**config.mk**
```make
export PLATFORM = sky130hd
export DESIGN_NAME = humidity_sensor_sample_filter
export DESIGN_NICKNAME = d
export VERILOG_FILES = /design/src/hw/rtl/hsf_pkg.sv /design/src/hw/rtl/hsf_convert.sv /design/src/hw/rtl/hsf_filter.sv /design/src/hw/rtl/humidity_sensor_sample_filter.sv
export SDC_FILE = /design/constraint.sdc
export NUM_CORES = 1
export LEC_CHECK = 0
export ABC_AREA = 1
export BUFFER_PORTS_ARGS = -buffer_cell sky130_fd_sc_hd__buf_2
export CAP_MARGIN = 15
export CORE_MARGIN = 3
export CORE_UTILIZATION = 55
export DETAILED_ROUTE_END_ITERATION = 7
export PLACE_DENSITY = 0.74
export SLEW_MARGIN = 20
export SYNTH_ARGS = -nofsm -noshare
export SYNTH_HDL_FRONTEND = slang
export SYNTH_HIERARCHICAL = 1
export SYNTH_SLANG_ARGS = --single-unit
```
**constraint.sdc**
```tcl
create_clock -name clk -period 25.2 [get_ports clk]
set_clock_uncertainty 0.1 [all_clocks]
set_input_delay 5.04 -clock clk [delete_from_list [all_inputs] [get_ports clk]]
set_output_delay 5.04 -clock clk [all_outputs]
set_load 0.03 [all_outputs]
```
**src/hw/rtl/hsf_pkg.sv**
```systemverilog
package hsf_pkg;

  // widths of the item fields
  localparam int BYTE_BITS   = 8;
  localparam int TEMP_BITS   = 15;
  localparam int HUM_BITS    = 14;
  localparam int RUN_BITS    = 4;
  localparam int STATUS_BITS = 2;
  localparam int TOTAL_BITS  = 32;

  // configuration port
  localparam int CFG_ADDR_BITS = 2;
  localparam int CFG_DATA_BITS = 15;

  // counter width default
  localparam int COUNT_BITS_DEF = 32;

  // crc and raw word handling
  localparam logic [8:0]  CRC_POLY = 9'h131;
  localparam logic [15:0] RAW_MASK = 16'hFFFC;

  // fixed point scaling: value = offset + (scale * raw) >> 16
  localparam logic [14:0]        T_SCALE  = 15'd17572;
  localparam logic signed [15:0] T_OFFSET = -16'sd4685;
  localparam logic [13:0]        H_SCALE  = 14'd12500;
  localparam logic signed [15:0] H_OFFSET = -16'sd600;
  localparam logic [13:0]        H_MAX    = 14'd10000;

  // register reset values
  localparam logic [13:0]        JUMP_LIMIT_RST = 14'd300;
  localparam logic [3:0]         MAX_RUN_RST    = 4'd3;
  localparam logic signed [14:0] TEMP_MIN_RST   = -15'sd4000;
  localparam logic signed [14:0] TEMP_MAX_RST   = 15'sd12500;

  typedef enum logic [CFG_ADDR_BITS-1:0] {
    CFG_JUMP_LIMIT = 2'd0,
    CFG_MAX_RUN    = 2'd1,
    CFG_TEMP_MIN   = 2'd2,
    CFG_TEMP_MAX   = 2'd3
  } cfg_idx_t;

  typedef enum logic [STATUS_BITS-1:0] {
    STATUS_OK       = 2'd0,
    STATUS_TEMP_CRC = 2'd1,
    STATUS_HUM_CRC  = 2'd2,
    STATUS_RANGE    = 2'd3
  } status_t;

  typedef struct packed {
    logic [13:0]        jump_limit;
    logic [3:0]         max_run;
    logic signed [14:0] temp_min;
    logic signed [14:0] temp_max;
  } cfg_t;

  // one input item, last declared field lowest
  typedef struct packed {
    logic [7:0] hum_check;
    logic [7:0] hum_lsb;
    logic [7:0] hum_msb;
    logic [7:0] temp_check;
    logic [7:0] temp_lsb;
    logic [7:0] temp_msb;
  } sample_t;

  localparam int IN_BITS = $bits(sample_t);

  // converted reading handed from conversion to filter
  typedef struct packed {
    status_t            status;
    logic signed [14:0] temp;
    logic [13:0]        hum;
  } conv_t;

  // one result item, last declared field lowest
  typedef struct packed {
    logic [TOTAL_BITS-1:0] samples_seen;
    logic [TOTAL_BITS-1:0] errors_seen;
    logic [TOTAL_BITS-1:0] anomalies_seen;
    logic [RUN_BITS-1:0]   anomaly_run;
    logic                  held_last;
    logic [HUM_BITS-1:0]   humidity_centi;
    logic signed [14:0]    temperature_centi;
    status_t               status;
  } result_t;

  localparam int RESULT_BITS = $bits(result_t);
  localparam int OUT_BITS    = ((RESULT_BITS + 7) / 8) * 8;

  function automatic logic [7:0] crc8_byte(input logic [7:0] crc_in, input logic [7:0] data);
    logic [7:0] c;
    c = crc_in ^ data;
    for (int b = 0; b < 8; b++) begin
      c = c[7] ? ((c << 1) ^ CRC_POLY[7:0]) : (c << 1);
    end
    return c;
  endfunction

  function automatic logic [7:0] crc8_word(input logic [7:0] hi, input logic [7:0] lo);
    return crc8_byte(crc8_byte(8'h00, hi), lo);
  endfunction

endpackage

```
**src/hw/rtl/hsf_convert.sv**
```systemverilog
module hsf_convert (
  input  hsf_pkg::sample_t sample,
  input  hsf_pkg::cfg_t    cfg,
  output hsf_pkg::conv_t   conv
);

  logic [15:0]        t_raw;
  logic [15:0]        h_raw;
  logic [30:0]        t_prod;
  logic [29:0]        h_prod;
  logic signed [15:0] t_wide;
  logic signed [15:0] h_wide;
  logic signed [14:0] t_val;
  logic [13:0]        h_val;
  logic               t_crc_ok;
  logic               h_crc_ok;

  assign t_crc_ok = (hsf_pkg::crc8_word(sample.temp_msb, sample.temp_lsb) == sample.temp_check);
  assign h_crc_ok = (hsf_pkg::crc8_word(sample.hum_msb, sample.hum_lsb) == sample.hum_check);

  // status bits of the low byte are dropped
  assign t_raw = {sample.temp_msb, sample.temp_lsb} & hsf_pkg::RAW_MASK;
  assign h_raw = {sample.hum_msb, sample.hum_lsb} & hsf_pkg::RAW_MASK;

  assign t_prod = 31'(t_raw) * 31'(hsf_pkg::T_SCALE);
  assign h_prod = 30'(h_raw) * 30'(hsf_pkg::H_SCALE);

  assign t_wide = signed'({1'b0, t_prod[30:16]}) + hsf_pkg::T_OFFSET;
  assign h_wide = signed'({2'b00, h_prod[29:16]}) + hsf_pkg::H_OFFSET;

  assign t_val = t_wide[14:0];

  always_comb begin
    if (h_wide < 16'sd0) begin
      h_val = '0;
    end else if (h_wide > signed'({2'b00, hsf_pkg::H_MAX})) begin
      h_val = hsf_pkg::H_MAX;
    end else begin
      h_val = h_wide[13:0];
    end
  end

  always_comb begin
    conv.temp = t_val;
    conv.hum  = h_val;
    priority if (!t_crc_ok) begin
      conv.status = hsf_pkg::STATUS_TEMP_CRC;
    end else if (!h_crc_ok) begin
      conv.status = hsf_pkg::STATUS_HUM_CRC;
    end else if (t_val < cfg.temp_min || t_val > cfg.temp_max) begin
      conv.status = hsf_pkg::STATUS_RANGE;
    end else begin
      conv.status = hsf_pkg::STATUS_OK;
    end
  end

endmodule

```
**src/hw/rtl/hsf_filter.sv**
```systemverilog
module hsf_filter #(
  parameter int COUNT_BITS = hsf_pkg::COUNT_BITS_DEF
) (
  input  logic             clk,
  input  logic             rst_n,
  input  logic             load,
  input  hsf_pkg::conv_t   conv,
  input  hsf_pkg::cfg_t    cfg,
  output hsf_pkg::result_t result
);

  logic                  have_good_r, have_good_nxt;
  logic signed [14:0]    last_temp_r, last_temp_nxt;
  logic [13:0]           last_hum_r, last_hum_nxt;
  logic [3:0]            run_r, run_nxt;
  logic [COUNT_BITS-1:0] anom_cnt_r, anom_cnt_nxt;
  logic [COUNT_BITS-1:0] err_cnt_r, err_cnt_nxt;
  logic [COUNT_BITS-1:0] samp_cnt_r, samp_cnt_nxt;
  logic                  held_nxt;
  hsf_pkg::result_t      result_r;

  logic signed [16:0] dt;
  logic [16:0]        dt_mag;
  logic signed [14:0] dh;
  logic [14:0]        dh_mag;
  logic [4:0]         run_inc;
  logic               jump;

  assign dt     = 17'(conv.temp) - 17'(last_temp_r);
  assign dt_mag = dt[16] ? 17'(-dt) : 17'(dt);
  assign dh     = signed'({1'b0, conv.hum}) - signed'({1'b0, last_hum_r});
  assign dh_mag = dh[14] ? 15'(-dh) : 15'(dh);
  assign jump   = (dt_mag > 17'(cfg.jump_limit)) || (dh_mag > 15'(cfg.jump_limit));
  assign run_inc = 5'(run_r) + 5'd1;

  always_comb begin
    have_good_nxt = have_good_r;
    last_temp_nxt = last_temp_r;
    last_hum_nxt  = last_hum_r;
    run_nxt       = run_r;
    anom_cnt_nxt  = anom_cnt_r;
    err_cnt_nxt   = err_cnt_r;
    samp_cnt_nxt  = samp_cnt_r + 1'b1;
    held_nxt      = 1'b0;
    priority if (conv.status != hsf_pkg::STATUS_OK) begin
      err_cnt_nxt = err_cnt_r + 1'b1;
    end else if (!have_good_r) begin
      // first good pair skips the spike test
      have_good_nxt = 1'b1;
      last_temp_nxt = conv.temp;
      last_hum_nxt  = conv.hum;
    end else if (jump) begin
      anom_cnt_nxt = anom_cnt_r + 1'b1;
      if (run_inc > 5'(cfg.max_run)) begin
        run_nxt       = '0;
        last_temp_nxt = conv.temp;
        last_hum_nxt  = conv.hum;
      end else begin
        run_nxt  = run_inc[3:0];
        held_nxt = 1'b1;
      end
    end else begin
      run_nxt       = '0;
      last_temp_nxt = conv.temp;
      last_hum_nxt  = conv.hum;
    end
  end

  always_ff @(posedge clk) begin
    if (!rst_n) begin
      have_good_r <= 1'b0;
      last_temp_r <= '0;
      last_hum_r  <= '0;
      run_r       <= '0;
      anom_cnt_r  <= '0;
      err_cnt_r   <= '0;
      samp_cnt_r  <= '0;
    end else if (load) begin
      have_good_r <= have_good_nxt;
      last_temp_r <= last_temp_nxt;
      last_hum_r  <= last_hum_nxt;
      run_r       <= run_nxt;
      anom_cnt_r  <= anom_cnt_nxt;
      err_cnt_r   <= err_cnt_nxt;
      samp_cnt_r  <= samp_cnt_nxt;
    end
  end

  always_ff @(posedge clk) begin
    if (load) begin
      result_r.status            <= conv.status;
      result_r.temperature_centi <= last_temp_nxt;
      result_r.humidity_centi    <= last_hum_nxt;
      result_r.held_last         <= held_nxt;
      result_r.anomaly_run       <= run_nxt;
      result_r.anomalies_seen    <= 32'(anom_cnt_nxt);
      result_r.errors_seen       <= 32'(err_cnt_nxt);
      result_r.samples_seen      <= 32'(samp_cnt_nxt);
    end
  end

  assign result = result_r;

endmodule

```
**src/hw/rtl/humidity_sensor_sample_filter.sv**
```systemverilog
// humidity and temperature sample filter. each input item carries one
// temperature frame and one humidity frame (high byte, low byte, crc-8 byte).
// both frames are checked with crc-8 (poly 0x131, init 0), the raw words are
// scaled to hundredths of a degree and of a percent, the temperature is
// checked against temp_min..temp_max, and a spike filter holds
// the last good pair when either value jumps by more than jump_limit,
// until more than max_run anomalies come in a row. every item gives exactly
// one result item. throughput is one item per clock while the output is not
// stalled; the path runs through an input register, a conversion register
// after crc and constant multiply, and a result register after the spike
// filter. the filter state updates once per item in the last stage,
// so back-to-back items see each other's state in order. configuration
// registers are written through cfg_we/cfg_addr/cfg_wdata and should only
// change while no item is in flight. totals are COUNT_BITS wide and wrap;
// their low 32 bits are reported.
module humidity_sensor_sample_filter #(
  parameter int COUNT_BITS = hsf_pkg::COUNT_BITS_DEF
) (
  input  logic                                clk,
  input  logic                                rst_n,
  // input stream
  input  logic                                in_tvalid,
  output logic                                in_tready,
  // temp_msb, temp_lsb, temp_check, hum_msb, hum_lsb, hum_check
  input  logic [hsf_pkg::IN_BITS-1:0]         in_tdata,
  // result stream
  output logic                                out_tvalid,
  input  logic                                out_tready,
  // status, temperature_centi, humidity_centi, held_last, anomaly_run,
  // anomalies_seen, errors_seen, samples_seen, zero pad
  output logic [hsf_pkg::OUT_BITS-1:0]        out_tdata,
  // configuration writes
  input  logic                                cfg_we,
  input  logic [hsf_pkg::CFG_ADDR_BITS-1:0]   cfg_addr,
  input  logic [hsf_pkg::CFG_DATA_BITS-1:0]   cfg_wdata
);

  // configuration registers
  hsf_pkg::cfg_t cfg_r;

  // stage 1: registered input item
  logic             s1_valid_r;
  hsf_pkg::sample_t s1_data_r;

  // stage 2: registered conversion
  logic             s2_valid_r;
  hsf_pkg::conv_t   s2_conv_r;
  hsf_pkg::conv_t   conv;

  // result stage
  logic             out_valid_r;
  hsf_pkg::result_t result;

  // stage handshake: a stage may load when it is empty or moving on
  logic out_free;
  logic s2_free;
  logic s2_adv;
  logic s1_adv;
  logic in_acc;

  assign out_free  = !out_valid_r || out_tready;
  assign s2_adv    = s2_valid_r && out_free;
  assign s2_free   = !s2_valid_r || out_free;
  assign s1_adv    = s1_valid_r && s2_free;
  assign in_tready = !s1_valid_r || s2_free;
  assign in_acc    = in_tvalid && in_tready;

  always_ff @(posedge clk) begin
    if (!rst_n) begin
      cfg_r.jump_limit <= hsf_pkg::JUMP_LIMIT_RST;
      cfg_r.max_run    <= hsf_pkg::MAX_RUN_RST;
      cfg_r.temp_min   <= hsf_pkg::TEMP_MIN_RST;
      cfg_r.temp_max   <= hsf_pkg::TEMP_MAX_RST;
    end else if (cfg_we) begin
      unique case (hsf_pkg::cfg_idx_t'(cfg_addr))
        hsf_pkg::CFG_JUMP_LIMIT: cfg_r.jump_limit <= cfg_wdata[13:0];
        hsf_pkg::CFG_MAX_RUN:    cfg_r.max_run    <= cfg_wdata[3:0];
        hsf_pkg::CFG_TEMP_MIN:   cfg_r.temp_min   <= signed'(cfg_wdata);
        hsf_pkg::CFG_TEMP_MAX:   cfg_r.temp_max   <= signed'(cfg_wdata);
        default: ;
      endcase
    end
  end

  // valid flags
  always_ff @(posedge clk) begin
    if (!rst_n) begin
      s1_valid_r  <= 1'b0;
      s2_valid_r  <= 1'b0;
      out_valid_r <= 1'b0;
    end else begin
      if (in_acc) begin
        s1_valid_r <= 1'b1;
      end else if (s1_adv) begin
        s1_valid_r <= 1'b0;
      end
      if (s1_adv) begin
        s2_valid_r <= 1'b1;
      end else if (s2_adv) begin
        s2_valid_r <= 1'b0;
      end
      if (s2_adv) begin
        out_valid_r <= 1'b1;
      end else if (out_tready) begin
        out_valid_r <= 1'b0;
      end
    end
  end

  // payload registers
  always_ff @(posedge clk) begin
    if (in_acc) begin
      s1_data_r <= hsf_pkg::sample_t'(in_tdata);
    end
    if (s1_adv) begin
      s2_conv_r <= conv;
    end
  end

  // crc check, scaling and range check
  hsf_convert u_convert (
    .sample (s1_data_r),
    .cfg    (cfg_r),
    .conv   (conv)
  );

  // spike filter, totals and result register
  hsf_filter #(
    .COUNT_BITS (COUNT_BITS)
  ) u_filter (
    .clk    (clk),
    .rst_n  (rst_n),
    .load   (s2_adv),
    .conv   (s2_conv_r),
    .cfg    (cfg_r),
    .result (result)
  );

  assign out_tvalid = out_valid_r;
  assign out_tdata  = hsf_pkg::OUT_BITS'(result);

endmodule

```
==> results of run 1 <==
==> per-layer routing <==
layer | up-vias | GRT usage [%] | part of all wire (%)
li1 | 11660 | - | -
met1 | 10210 | 30.77 | 47
met3 | 87 | 3.258 | 5.3
met2 | 490 | 38.26 | 46
met5 | - | 0 | 0.13
met4 | 10 | 5.865 | 2.0
==> final timing paths <==
kind | end | slack (ns)
setup reg to reg | s2_conv_r[30] | 18.52
setup / recovery | in_tready | 14.29
hold reg to reg | cfg_r[36] | 0.36
hold / removal | cfg_r[36] | 0.36
==> sequential cells by signal, summed over array words and instances (netlist names) <==
| register | count |
|---|---|
| u_filter/last_temp_r | 15 |
| u_filter/anom_cnt_r | 32 |
| out_tvalid | 1 |
| u_filter/result | 132 |
| u_filter/run_r | 4 |
| s1_data_r | 48 |
| u_filter/err_cnt_r | 32 |
| u_filter/samp_cnt_r | 32 |
| u_filter/have_good_r | 1 |
| s2_valid_r | 1 |
| u_filter/last_hum_r | 14 |
| s1_valid_r | 1 |
| cfg_r | 48 |
| s2_conv_r | 31 |
==> metrics by stage <==
stage,total power [mW],std cells
4_1_cts,3.143,4422
6_report,3.129,4424
3_5_place_dp,2.522,4346
5_1_grt,3.457,4422
2_1_floorplan,2.160,3544
3_3_place_gp,2.485,4346
==> cell type report <==
cell class,instances,area (µm²)
Fill cell,4433,18740
Multi-Input combinational cell,2366,14710
Sequential cell,392,9960
Inverter,712,2679
Clock buffer,50,1101
Timing Repair Buffer,212,1084
Tap cell,664,830.8
Clock inverter,26,247.7
Antenna cell,2,5.005
==> synthesized netlist by cell type, types with 3 or more instances <==
master | instances | area (µm²)
fa_1 | 61 | 1221
buf_6 | 5 | 56.30
nand2_2 | 41 | 256.5
a21oi_2 | 3 | 26.28
a211oi_1 | 6 | 45.04
buf_4 | 8 | 60.06
buf_2 | 17 | 85.08
or2_2 | 3 | 18.77
nand2_1 | 807 | 3029
nand3b_1 | 15 | 112.6
nor4_1 | 14 | 87.58
nand4_1 | 63 | 394.1
inv_1 | 695 | 2609
nand3_1 | 244 | 1221
a21oi_1 | 203 | 1016
ha_1 | 263 | 3291
nor3_1 | 38 | 190.2
and2_1 | 5 | 31.28
buf_1 | 3 | 11.26
nor2_2 | 30 | 187.7
nor2_4 | 3 | 33.78
o21bai_1 | 7 | 52.55
xnor2_1 | 31 | 271.5
edfxtp_1 | 211 | 6336
o21ai_0 | 97 | 485.5
a31oi_1 | 4 | 25.02
xnor2_2 | 11 | 178.9
nor2_1 | 231 | 867.1
a21o_1 | 4 | 30.03
nor3_2 | 4 | 40.04
xor2_1 | 121 | 1060
inv_2 | 15 | 56.30
o21ai_1 | 12 | 60.06
xor2_2 | 5 | 81.33
clkbuf_1 | 41 | 153.9
nand3_2 | 18 | 180.2
dfxtp_1 | 181 | 3623
==> layout by cell type, fill, tap and decap left out, drive strengths merged, types with 2 or more instances in the layout <==
cell / synthesis / layout
a21o: 4 / 4
nand3: 264 / 264
nor4: 15 / 15
clkbuf: 41 / 50
fa: 61 / 61
or2: 3 / 3
a21oi: 206 / 206
nor3: 43 / 43
buf: 33 / 212
o211ai: 2 / 2
o21ai: 109 / 109
diode: 0 / 2
a221oi: 2 / 2
nand3b: 15 / 15
and3: 2 / 2
clkinv: 1 / 15
inv: 711 / 716
a21boi: 3 / 3
o21bai: 7 / 7
xor2: 126 / 126
a31oi: 4 / 4
dfxtp: 181 / 181
ha: 263 / 263
xnor2: 42 / 42
nor2: 264 / 264
clkinvlp: 0 / 5
nand2: 848 / 848
edfxtp: 211 / 211
and2: 5 / 5
nand4: 63 / 63
a211oi: 6 / 6
bufinv: 0 / 2
conb: 1 / 4
==> kinds of logic after synthesis <==
logic type,share of synthesized area (%)
flops,35.98
buf+inv,10.99
other cells,0.01355
simple gates,24.42
fa+ha+maj,16.30
xor+xnor,5.750
compound gates,6.546
==> worst max-delay path: stages <==
cell and delay [ns]:
buf_2 0.09, inv_1 0.13, nand4_1 0.24, buf_2 0.26
==> power by group through the flow <==
stage | clock network [mW] | logic (mW) | registers, mW
after global placement | 0 | 1.67 | 0.813
after floorplan | 0 | 1.35 | 0.812
after CTS | 0.621 | 1.72 | 0.801
after global routing | 0.646 | 2.00 | 0.807
after detailed placement | 0 | 1.71 | 0.814
final | 0.604 | 1.72 | 0.801
==> results.json, run 1 <==
{
  "synth-warning-count": 6,
  "fin_ws_ns": 14.29,
  "grt_pass1_wl_um": 100600,
  "place_area_um2": 29260,
  "fmax_mhz": 91.70,
  "grt_pass1_vias": 21200,
  "ctsHoldBuffers": 0,
  "seq_area_frac_synth_pct": 35.98,
  "switchingPower_mw": 1.399,
  "synth_flop_cell": "edfxtp_1",
  "hold_ws_ns": 0.3594,
  "wl_um": 60050,
  "power_density_nw_per_um2": 102.2,
  "cp.arrival_ns": 5.77,
  "cts_root_buffer": "clkbuf_16",
  "syn_area_um2": 27680,
  "die_area_um2": 53050,
  "grt-ovfl-total": 0,
  "grt_max_degree": 87,
  "hold_start": "cfg_r[36]",
  "final_nets": 4120,
  "finalMaxSlewViolations": 0,
  "clkLatencyLatePin_ns": 0.57,
  "hold_depth": 2,
  "cts_tree": "built",
  "postCtsResizedCells": 0,
  "async_flop_share_pct": 0,
  "combPwrFrac_pct": 55.1,
  "cts_buffers": 42,
  "final_core_util_pct": 62.03,
  "worst-r2r-cell-count": 32,
  "hpwl_um": 45790,
  "antenna_found_initial": 6,
  "finalInstanceArea_um2": 30620,
  "cp-end-kind": "output port",
  "rsz0062_at_grt": "no",
  "io_buffers": 203,
  "start_util_pct": 56.08,
  "vias_per_cell": 5.076,
  "via_count": 22460,
  "clock_power_share_pct": 19.3,
  "crit_start": "out_tready",
  "p_leak_nw": 15.58,
  "wire_per_inst_um": 13.57,
  "path_class": "in -> out",
  "vdd_drop_max_v": 0.00006950,
  "grt_usage_pct": 22.69,
  "synthToLayoutAreaGrowth_pct": 10.61,
  "core-area_um2": 49360,
  "min_period_ns": 10.91,
  "finalCritPeriodShare_pct": 43.28,
  "drv_cap": 0,
  "setup-violations-final": 0,
  "synth_edf_count": 211,
  "cts.reportedPaths.clkPinSlew_ns": 0.06,
  "r2r-start": "s1_data_r[0]",
  "ant_nets": 0,
  "synth_cells": 3541,
  "tns_ns": 0,
  "layout-drive-gt1-share_pct": 11.18,
  "syn_area_per_cell_um2": 7.816,
  "worstPathMaxFanout": 4,
  "p_int_mw": 1.731,
  "synth_seq_cells": 392,
  "pre_cts_ws_ns": 14.32,
  "num_io_pins": 208,
  "finalWeightedCongestion": 0.8994,
  "die-width_um": 230.3,
  "clock-sinks": 392,
  "ys_types": 53,
  "clk_path_buf_depth": 3,
  "power_frac_seq_pct": 25.6,
  "status": "finished, final reports clean",
  "swShare_pct": 44.70,
  "die_h_um": 230.3,
  "rows": 81,
  "htree_num_levels": 2,
  "start_kind": "input port",
  "drc": 0,
  "tightest_slew_ns": 1.030,
  "drt-pass1-iter-count": 7,
  "postCtsSetupBuffers": 0,
  "required_ns": 20.06,
  "hp-class": "reg -> reg",
  "hold_viol": 0,
  "relSlewSlack_pct": 31.31,
  "drt_iter0_drc": 1357
}
No activity file was read; power rests on OpenSTA's default activity.
==> run 2: changes to the inputs <==
==> constraint.sdc (replaced) <==
create_clock -name clk -period 10.6 [get_ports clk]
set_clock_uncertainty 0.1 [all_clocks]
set_input_delay 2.12 -clock clk [delete_from_list [all_inputs] [get_ports clk]]
set_output_delay 2.12 -clock clk [all_outputs]
set_load 0.03 [all_outputs]
==> run 2 against run 1 <==
Effect of this change: non-clock buffer count unchanged; global-route usage decreased by 0.17 points; register-to-register slack got worse by 14 ns; total power increased by 140%; sequential power increased by 140%; via count decreased by 0.48%; final area increased by 0.27%; cell count unchanged; clock-buffer cell count increased by 5; combinational power increased by 140%; sequential share of layout area decreased by 0.089 points; worst setup slack got worse by 10 ns; critical path type is now reg -> reg; largest power group unchanged; highest routed layer unchanged.
==> results.json, run 2 (synthesis results as in run 1) <==
{
  "drv_cap": 0,
  "synthToLayoutAreaGrowth_pct": 10.92,
  "wire_per_inst_um": 13.61,
  "via_count": 22350,
  "rows": 81,
  "largest_reg_flops": 132,
  "start_kind": "flop",
  "min_period_ns": 6.400,
  "rsz0062_at_grt": "no",
  "finalWeightedCongestion": 0.8951,
  "vdd_drop_max_v": 0.0001617,
  "final_nets": 4121,
  "hpwl_um": 46310,
  "ctsHoldBuffers": 0,
  "cp_top_family": "adder cells",
  "htree_num_levels": 2,
  "grt_pass1_wl_um": 99440,
  "ant_nets": 0,
  "p_leak_nw": 15.64,
  "status": "finished, final reports clean",
  "die-width_um": 230.3,
  "cp.arrival_ns": 6.62,
  "layout-drive-gt1-share_pct": 11.12,
  "fmax_mhz": 156.2,
  "grt_pass1_vias": 20320,
  "setup-violations-final": 0,
  "vias_per_cell": 5.052,
  "place_area_um2": 29260,
  "antenna_found_initial": 2,
  "grt_max_degree": 96,
  "clk_path_buf_depth": 3,
  "n_fill_cell": 4424,
  "core-area_um2": 49360,
  "finalInstanceArea_um2": 30700,
  "start_util_pct": 56.08,
  "ff_latch_area_um2": 9960,
  "cp_common_cell": "nand2_1",
  "cts_root_buffer": "clkbuf_16",
  "num_io_pins": 208,
  "required_ns": 10.82,
  "postCtsResizedCells": 0,
  "hp-class": "reg -> reg",
  "cpPeakStageDelay_ns": 0.55,
  "die_area_um2": 53050,
  "antenna_cells": 0,
  "clock-sinks": 392,
  "grt_usage_pct": 22.51,
  "cp-end-kind": "flop",
  "drt-pass1-iter-count": 5,
  "power_density_nw_per_um2": 244.9,
  "path_class": "reg -> reg",
  "postCtsSetupBuffers": 0,
  "layout_commonest_cell": "nand2_1",
  "io_buffers": 203,
  "cts_tree": "built",
  "critPathSlowestCell": "fa_1",
  "hold_viol": 0,
  "multi_input_area_um2": 14710,
  "report.power.total_mw": 7.519,
  "die_h_um": 230.3,
  "clkLatencyLatePin_ns": 0.57,
  "worstPathMaxFanout": 6,
  "finalMaxSlewViolations": 0,
  "pre_cts_ws_ns": 4.190,
  "grt-ovfl-total": 0,
  "relSlewSlack_pct": 31.36,
  "drc": 0,
  "wl_um": 60200,
  "tns_ns": 0,
  "critical_path_buf_inv_count": 3,
  "layout_common_cells": "807 x nand2_1, 694 x inv_1, 263 x ha_1",
  "fin_ws_ns": 4.200,
  "tightest_slew_ns": 1.030,
  "cts_buffers": 43,
  "finalCritPeriodShare_pct": 60.38,
  "drt_iter0_drc": 1414,
  "cts.reportedPaths.clkPinSlew_ns": 0.06
}
[run 2: worst paths after layout]
path | startpoint | endpoint | slack (ns) | cells past startpoint
max | s1_data_r[0] | s2_conv_r[30] | 4.20 | 32
min reg2reg | s1_valid_r | s2_valid_r | 0.37 | 2
min | s1_valid_r | s2_valid_r | 0.37 | 2
max reg2reg | s1_data_r[0] | s2_conv_r[30] | 4.20 | 32
[run 2: through the flow]
step	utilization (%)	hold WS [ns]	instances
2_1_floorplan	-	0.3289	3544
3_5_place_dp	59.29	0.3451	4346
4_1_cts	62.19	0.3620	4424
5_1_grt	62.20	0.3862	4424
3_3_place_gp	59.29	0.3394	4346
6_report	62.20	0.3653	4424
[run 2: area by class of cell]
| cell class | count | area share (%) |
|---|---|---|
| well taps | 664 | 2.706 |
| clock inverters | 23 | 0.9211 |
| multi-input cells | 2366 | 47.91 |
| flip-flops and latches | 392 | 32.44 |
| inverters | 712 | 8.726 |
| clock buffers | 55 | 3.750 |
| repair buffers | 212 | 3.542 |
[run 2: tightest hold or removal path: stages (launching register included)]
cell	delay, ns
dfxtp_1	0.32
inv_1	0.05
a21oi_1	0.05
[run 2: where the power goes]
part           total, mW  internal (mW)  switching (mW)
logic               4.08           1.51            2.57
clock network       1.53          0.917           0.616
registers           1.91           1.81           0.105
[run 2: metal layers]
| layer | track usage, % | part of all wire, % | routed length, µm |
|---|---|---|---|
| met5 | 0 | 0.051 | 31 |
| met4 | 5.456 | 1.7 | 1023 |
| met3 | 3.122 | 5.2 | 3112 |
| met2 | 36.10 | 45 | 27130 |
| met1 | 32.35 | 48 | 28900 |
==> run 3: changes to the inputs <==
--- a/config.mk
+++ b/config.mk
@@ -5,13 +5,13 @@
 export SDC_FILE = /design/constraint.sdc
 export NUM_CORES = 1
 export LEC_CHECK = 0
-export ABC_AREA = 1
+export ABC_AREA = 0
 export BUFFER_PORTS_ARGS = -buffer_cell sky130_fd_sc_hd__buf_2
 export CAP_MARGIN = 15
 export CORE_MARGIN = 3
 export CORE_UTILIZATION = 55
 export DETAILED_ROUTE_END_ITERATION = 7
-export PLACE_DENSITY = 0.74
+export PLACE_DENSITY = 0.77
 export SLEW_MARGIN = 20
 export SYNTH_ARGS = -nofsm -noshare
 export SYNTH_HDL_FRONTEND = slang
==> constraint.sdc (replaced) <==
create_clock -name clk -period 5.4 [get_ports clk]
set_clock_uncertainty 0.1 [all_clocks]
set_input_delay 1.08 -clock clk [delete_from_list [all_inputs] [get_ports clk]]
set_output_delay 1.08 -clock clk [all_outputs]
set_load 0.03 [all_outputs]
==> run 3 against run 2 <==
Effect of this change: the flow now finishes with violations (negative setup slack); maximum frequency fell by 0.12%; worst setup slack got worse by 5.2 ns; global-route usage grew 2.2 points; highest routed layer unchanged; die area decreased by 1.8%; register-to-register slack worse by 5.2 ns; sequential power is 96% higher; via count is 2.0% lower.
==> results.json, run 3 <==
{
  "min_to": "cfg_r[23]",
  "vdd_drop_max_v": 0.0006066,
  "ant_nets": 0,
  "cp.arrival_ns": 6.62,
  "synthToLayoutAreaGrowth_pct": 25.06,
  "cts_buffers": 43,
  "drt-pass1-iter-count": 5,
  "fin_ws_ns": -1.008,
  "syn_area_per_cell_um2": 9.870,
  "hold_depth": 2,
  "via_count": 21900,
  "synth_flop_cell": "edfxtp_1",
  "core-area_um2": 48250,
  "n_fill_cell": 3563,
  "p_leak_nw": 14.28,
  "num_io_pins": 208,
  "ys_types": 121,
  "ctsHoldBuffers": 0,
  "cts_root_buffer": "clkbuf_16",
  "hpwl_um": 48820,
  "die_h_um": 228.3,
  "async_flop_share_pct": 0,
  "crit_start": "s1_data_r[0]",
  "drv_cap": 0,
  "grt_pass1_vias": 21900,
  "cpPeakStageDelay_ns": 0.51,
  "cts.reportedPaths.clkPinSlew_ns": 0.07,
  "violations": "negative setup slack",
  "layout_commonest_cell": "buf_4",
  "wire_per_inst_um": 17.35,
  "finalMaxSlewViolations": 0,
  "setup-violations-final": 16,
  "synth_top_area_share_pct": 23.32,
  "required_ns": 5.61,
  "final_core_util_pct": 70.43,
  "grt_usage_pct": 24.75,
  "finalCritPeriodShare_pct": 118.7,
  "grt_pass1_wl_um": 107900,
  "htree_num_levels": 2,
  "pre_cts_ws_ns": -1.155,
  "fmax_mhz": 156.1,
  "hold_start": "cfg_r[23]",
  "r2r-start": "s1_data_r[0]",
  "r2r-end": "s2_conv_r[30]",
  "die-width_um": 228.3,
  "largest_reg_flops": 132,
  "synth-warning-count": 6,
  "power_density_nw_per_um2": 734.2,
  "die_area_um2": 52100,
  "min_period_ns": 6.408,
  "start_util_pct": 56.32,
  "rows": 80,
  "hold_viol": 0,
  "drc": 0,
  "io_buffers": 203,
  "clk_path_buf_depth": 3,
  "rsz0062_at_grt": "yes",
  "start_kind": "flop",
  "path_class": "reg -> reg",
  "multi_input_area_um2": 17060,
  "ff_latch_area_um2": 9960,
  "cp-end-kind": "flop",
  "relSlewSlack_pct": 28.65,
  "layout_common_cells": "283 x buf_4, 256 x nand2_1, 241 x inv_1",
  "final_nets": 3603,
  "antenna_found_initial": 9,
  "worst-r2r-cell-count": 25,
  "grt-ovfl-total": 0,
  "vias_per_cell": 5.606,
  "drt_iter0_drc": 1324,
  "synth_commonest_cells": "263 x ha_1, 263 x nand2_1, 262 x inv_1, 211 x edfxtp_1, 181 x dfxtp_1",
  "clock-sinks": 392,
  "synth_seq_cells": 392,
  "finalWeightedCongestion": 0.9060,
  "tns_ns": -8.551,
  "tightest_slew_ns": 1.061,
  "layout-drive-gt1-share_pct": 27.16,
  "r2r_slack_ns": -1.01,
  "seq_area_frac_synth_pct": 36.66,
  "synth_largest_area_cell": "edfxtp_1",
  "clkLatencyLatePin_ns": 0.59,
  "wl_um": 67770,
  "hp-class": "reg -> reg",
  "worstPathMaxFanout": 4,
  "critPathSlowestCell": "fa_1",
  "status": "finished, violations left",
  "synth_cells": 2753,
  "cts_tree": "built",
  "syn_area_um2": 27170,
  "synth_edf_count": 211,
  "grt_max_degree": 151,
  "ys_top_cells_by_area": "edfxtp_1 23%, dfxtp_1 13%, ha_1 12%, xnor2_1 4.9%, fa_1 4.5%"
}
==> run 3: area by class of cell <==
class | instances | area share [%]
repair buffers | 514 | 10.64
multi-input cells | 1995 | 50.20
well taps | 656 | 2.415
inverters | 263 | 2.912
clock inverters | 22 | 0.8800
clock buffers | 58 | 3.597
flip-flops and latches | 392 | 29.31
diodes | 6 | 0.04418
==> run 3: worst max-delay path, delay by kind of cell, from the launching register on <==
kind	cells	cell delay, ns
simple gates	5	0.90
flops	1	0.47
fa+ha+maj	6	2.10
compound gates	11	2.31
buf+inv	3	0.25
==> run 3: how the worst max path moves through the flow <==
stage | slack [ns] | endpoint | cells past startpoint
2_1_floorplan | -0.67 | s2_conv_r[30] | 26
3_3_place_gp | -0.89 | s2_conv_r[30] | 27
3_5_place_dp | -1.15 | s2_conv_r[30] | 27
4_1_cts | -0.92 | s2_conv_r[30] | 27
5_1_grt | -1.23 | s2_conv_r[30] | 25
6_report | -1.01 | s2_conv_r[30] | 25
==> run 3: repair_timing <==
item / CTS / global route
setup endpoints to repair: 108 / 147
cloned: 1 / 4
resized for setup: 100 / 120
setup buffers: 34 / 17
pin swaps: 96 / 83
==> run 3: metrics by stage <==
stage / hold WS [ns] / std cells / power [mW] / instance area [µm²]
final: 0.3624 / 3906 / 24.95 / 33980
after global routing: 0.3822 / 3900 / 26.71 / 33970
after CTS: 0.3615 / 3881 / 23.75 / 33240
after detailed placement: 0.3499 / 3766 / 19.52 / 30830
after global placement: 0.3458 / 3766 / 19.06 / 30830
after floorplan: 0.3347 / 2756 / 13.93 / 27490
==> run 3: power breakdown <==
group / switching [mW] / total [mW] / internal [mW]
combinational: 9.19 / 18.1 / 8.91
clock: 1.27 / 3.12 / 1.85
sequential: 0.157 / 3.74 / 3.58
==> run 3: kinds of logic (layout without fill, tap and decap cells) <==
family                   count (synthesis)  after routing  share of synthesized area, %
multiplexers                           108            108                         4.135
AO/OA/AOI/OAI                          445            445                         12.01
other                                    1             10                       0.01380
XOR/XNOR                               292            292                         9.615
buffers and inverters                  369            857                         5.517
AND/OR/NAND/NOR                        822            822                         15.45
flip-flops                             392            392                         36.66
adder cells (fa/ha/maj)                324            324                         16.61
==> run 3: per-layer routing <==
metal	routed length (µm)	global-route usage [%]	vias to the layer above	part of all wire [%]
li1	-	-	10670	-
met1	28240	30.55	10480	42
met2	33550	43.66	589	50
met3	3851	4.479	158	5.7
met4	2093	8.366	6	3.1
met5	34	0	-	0.050
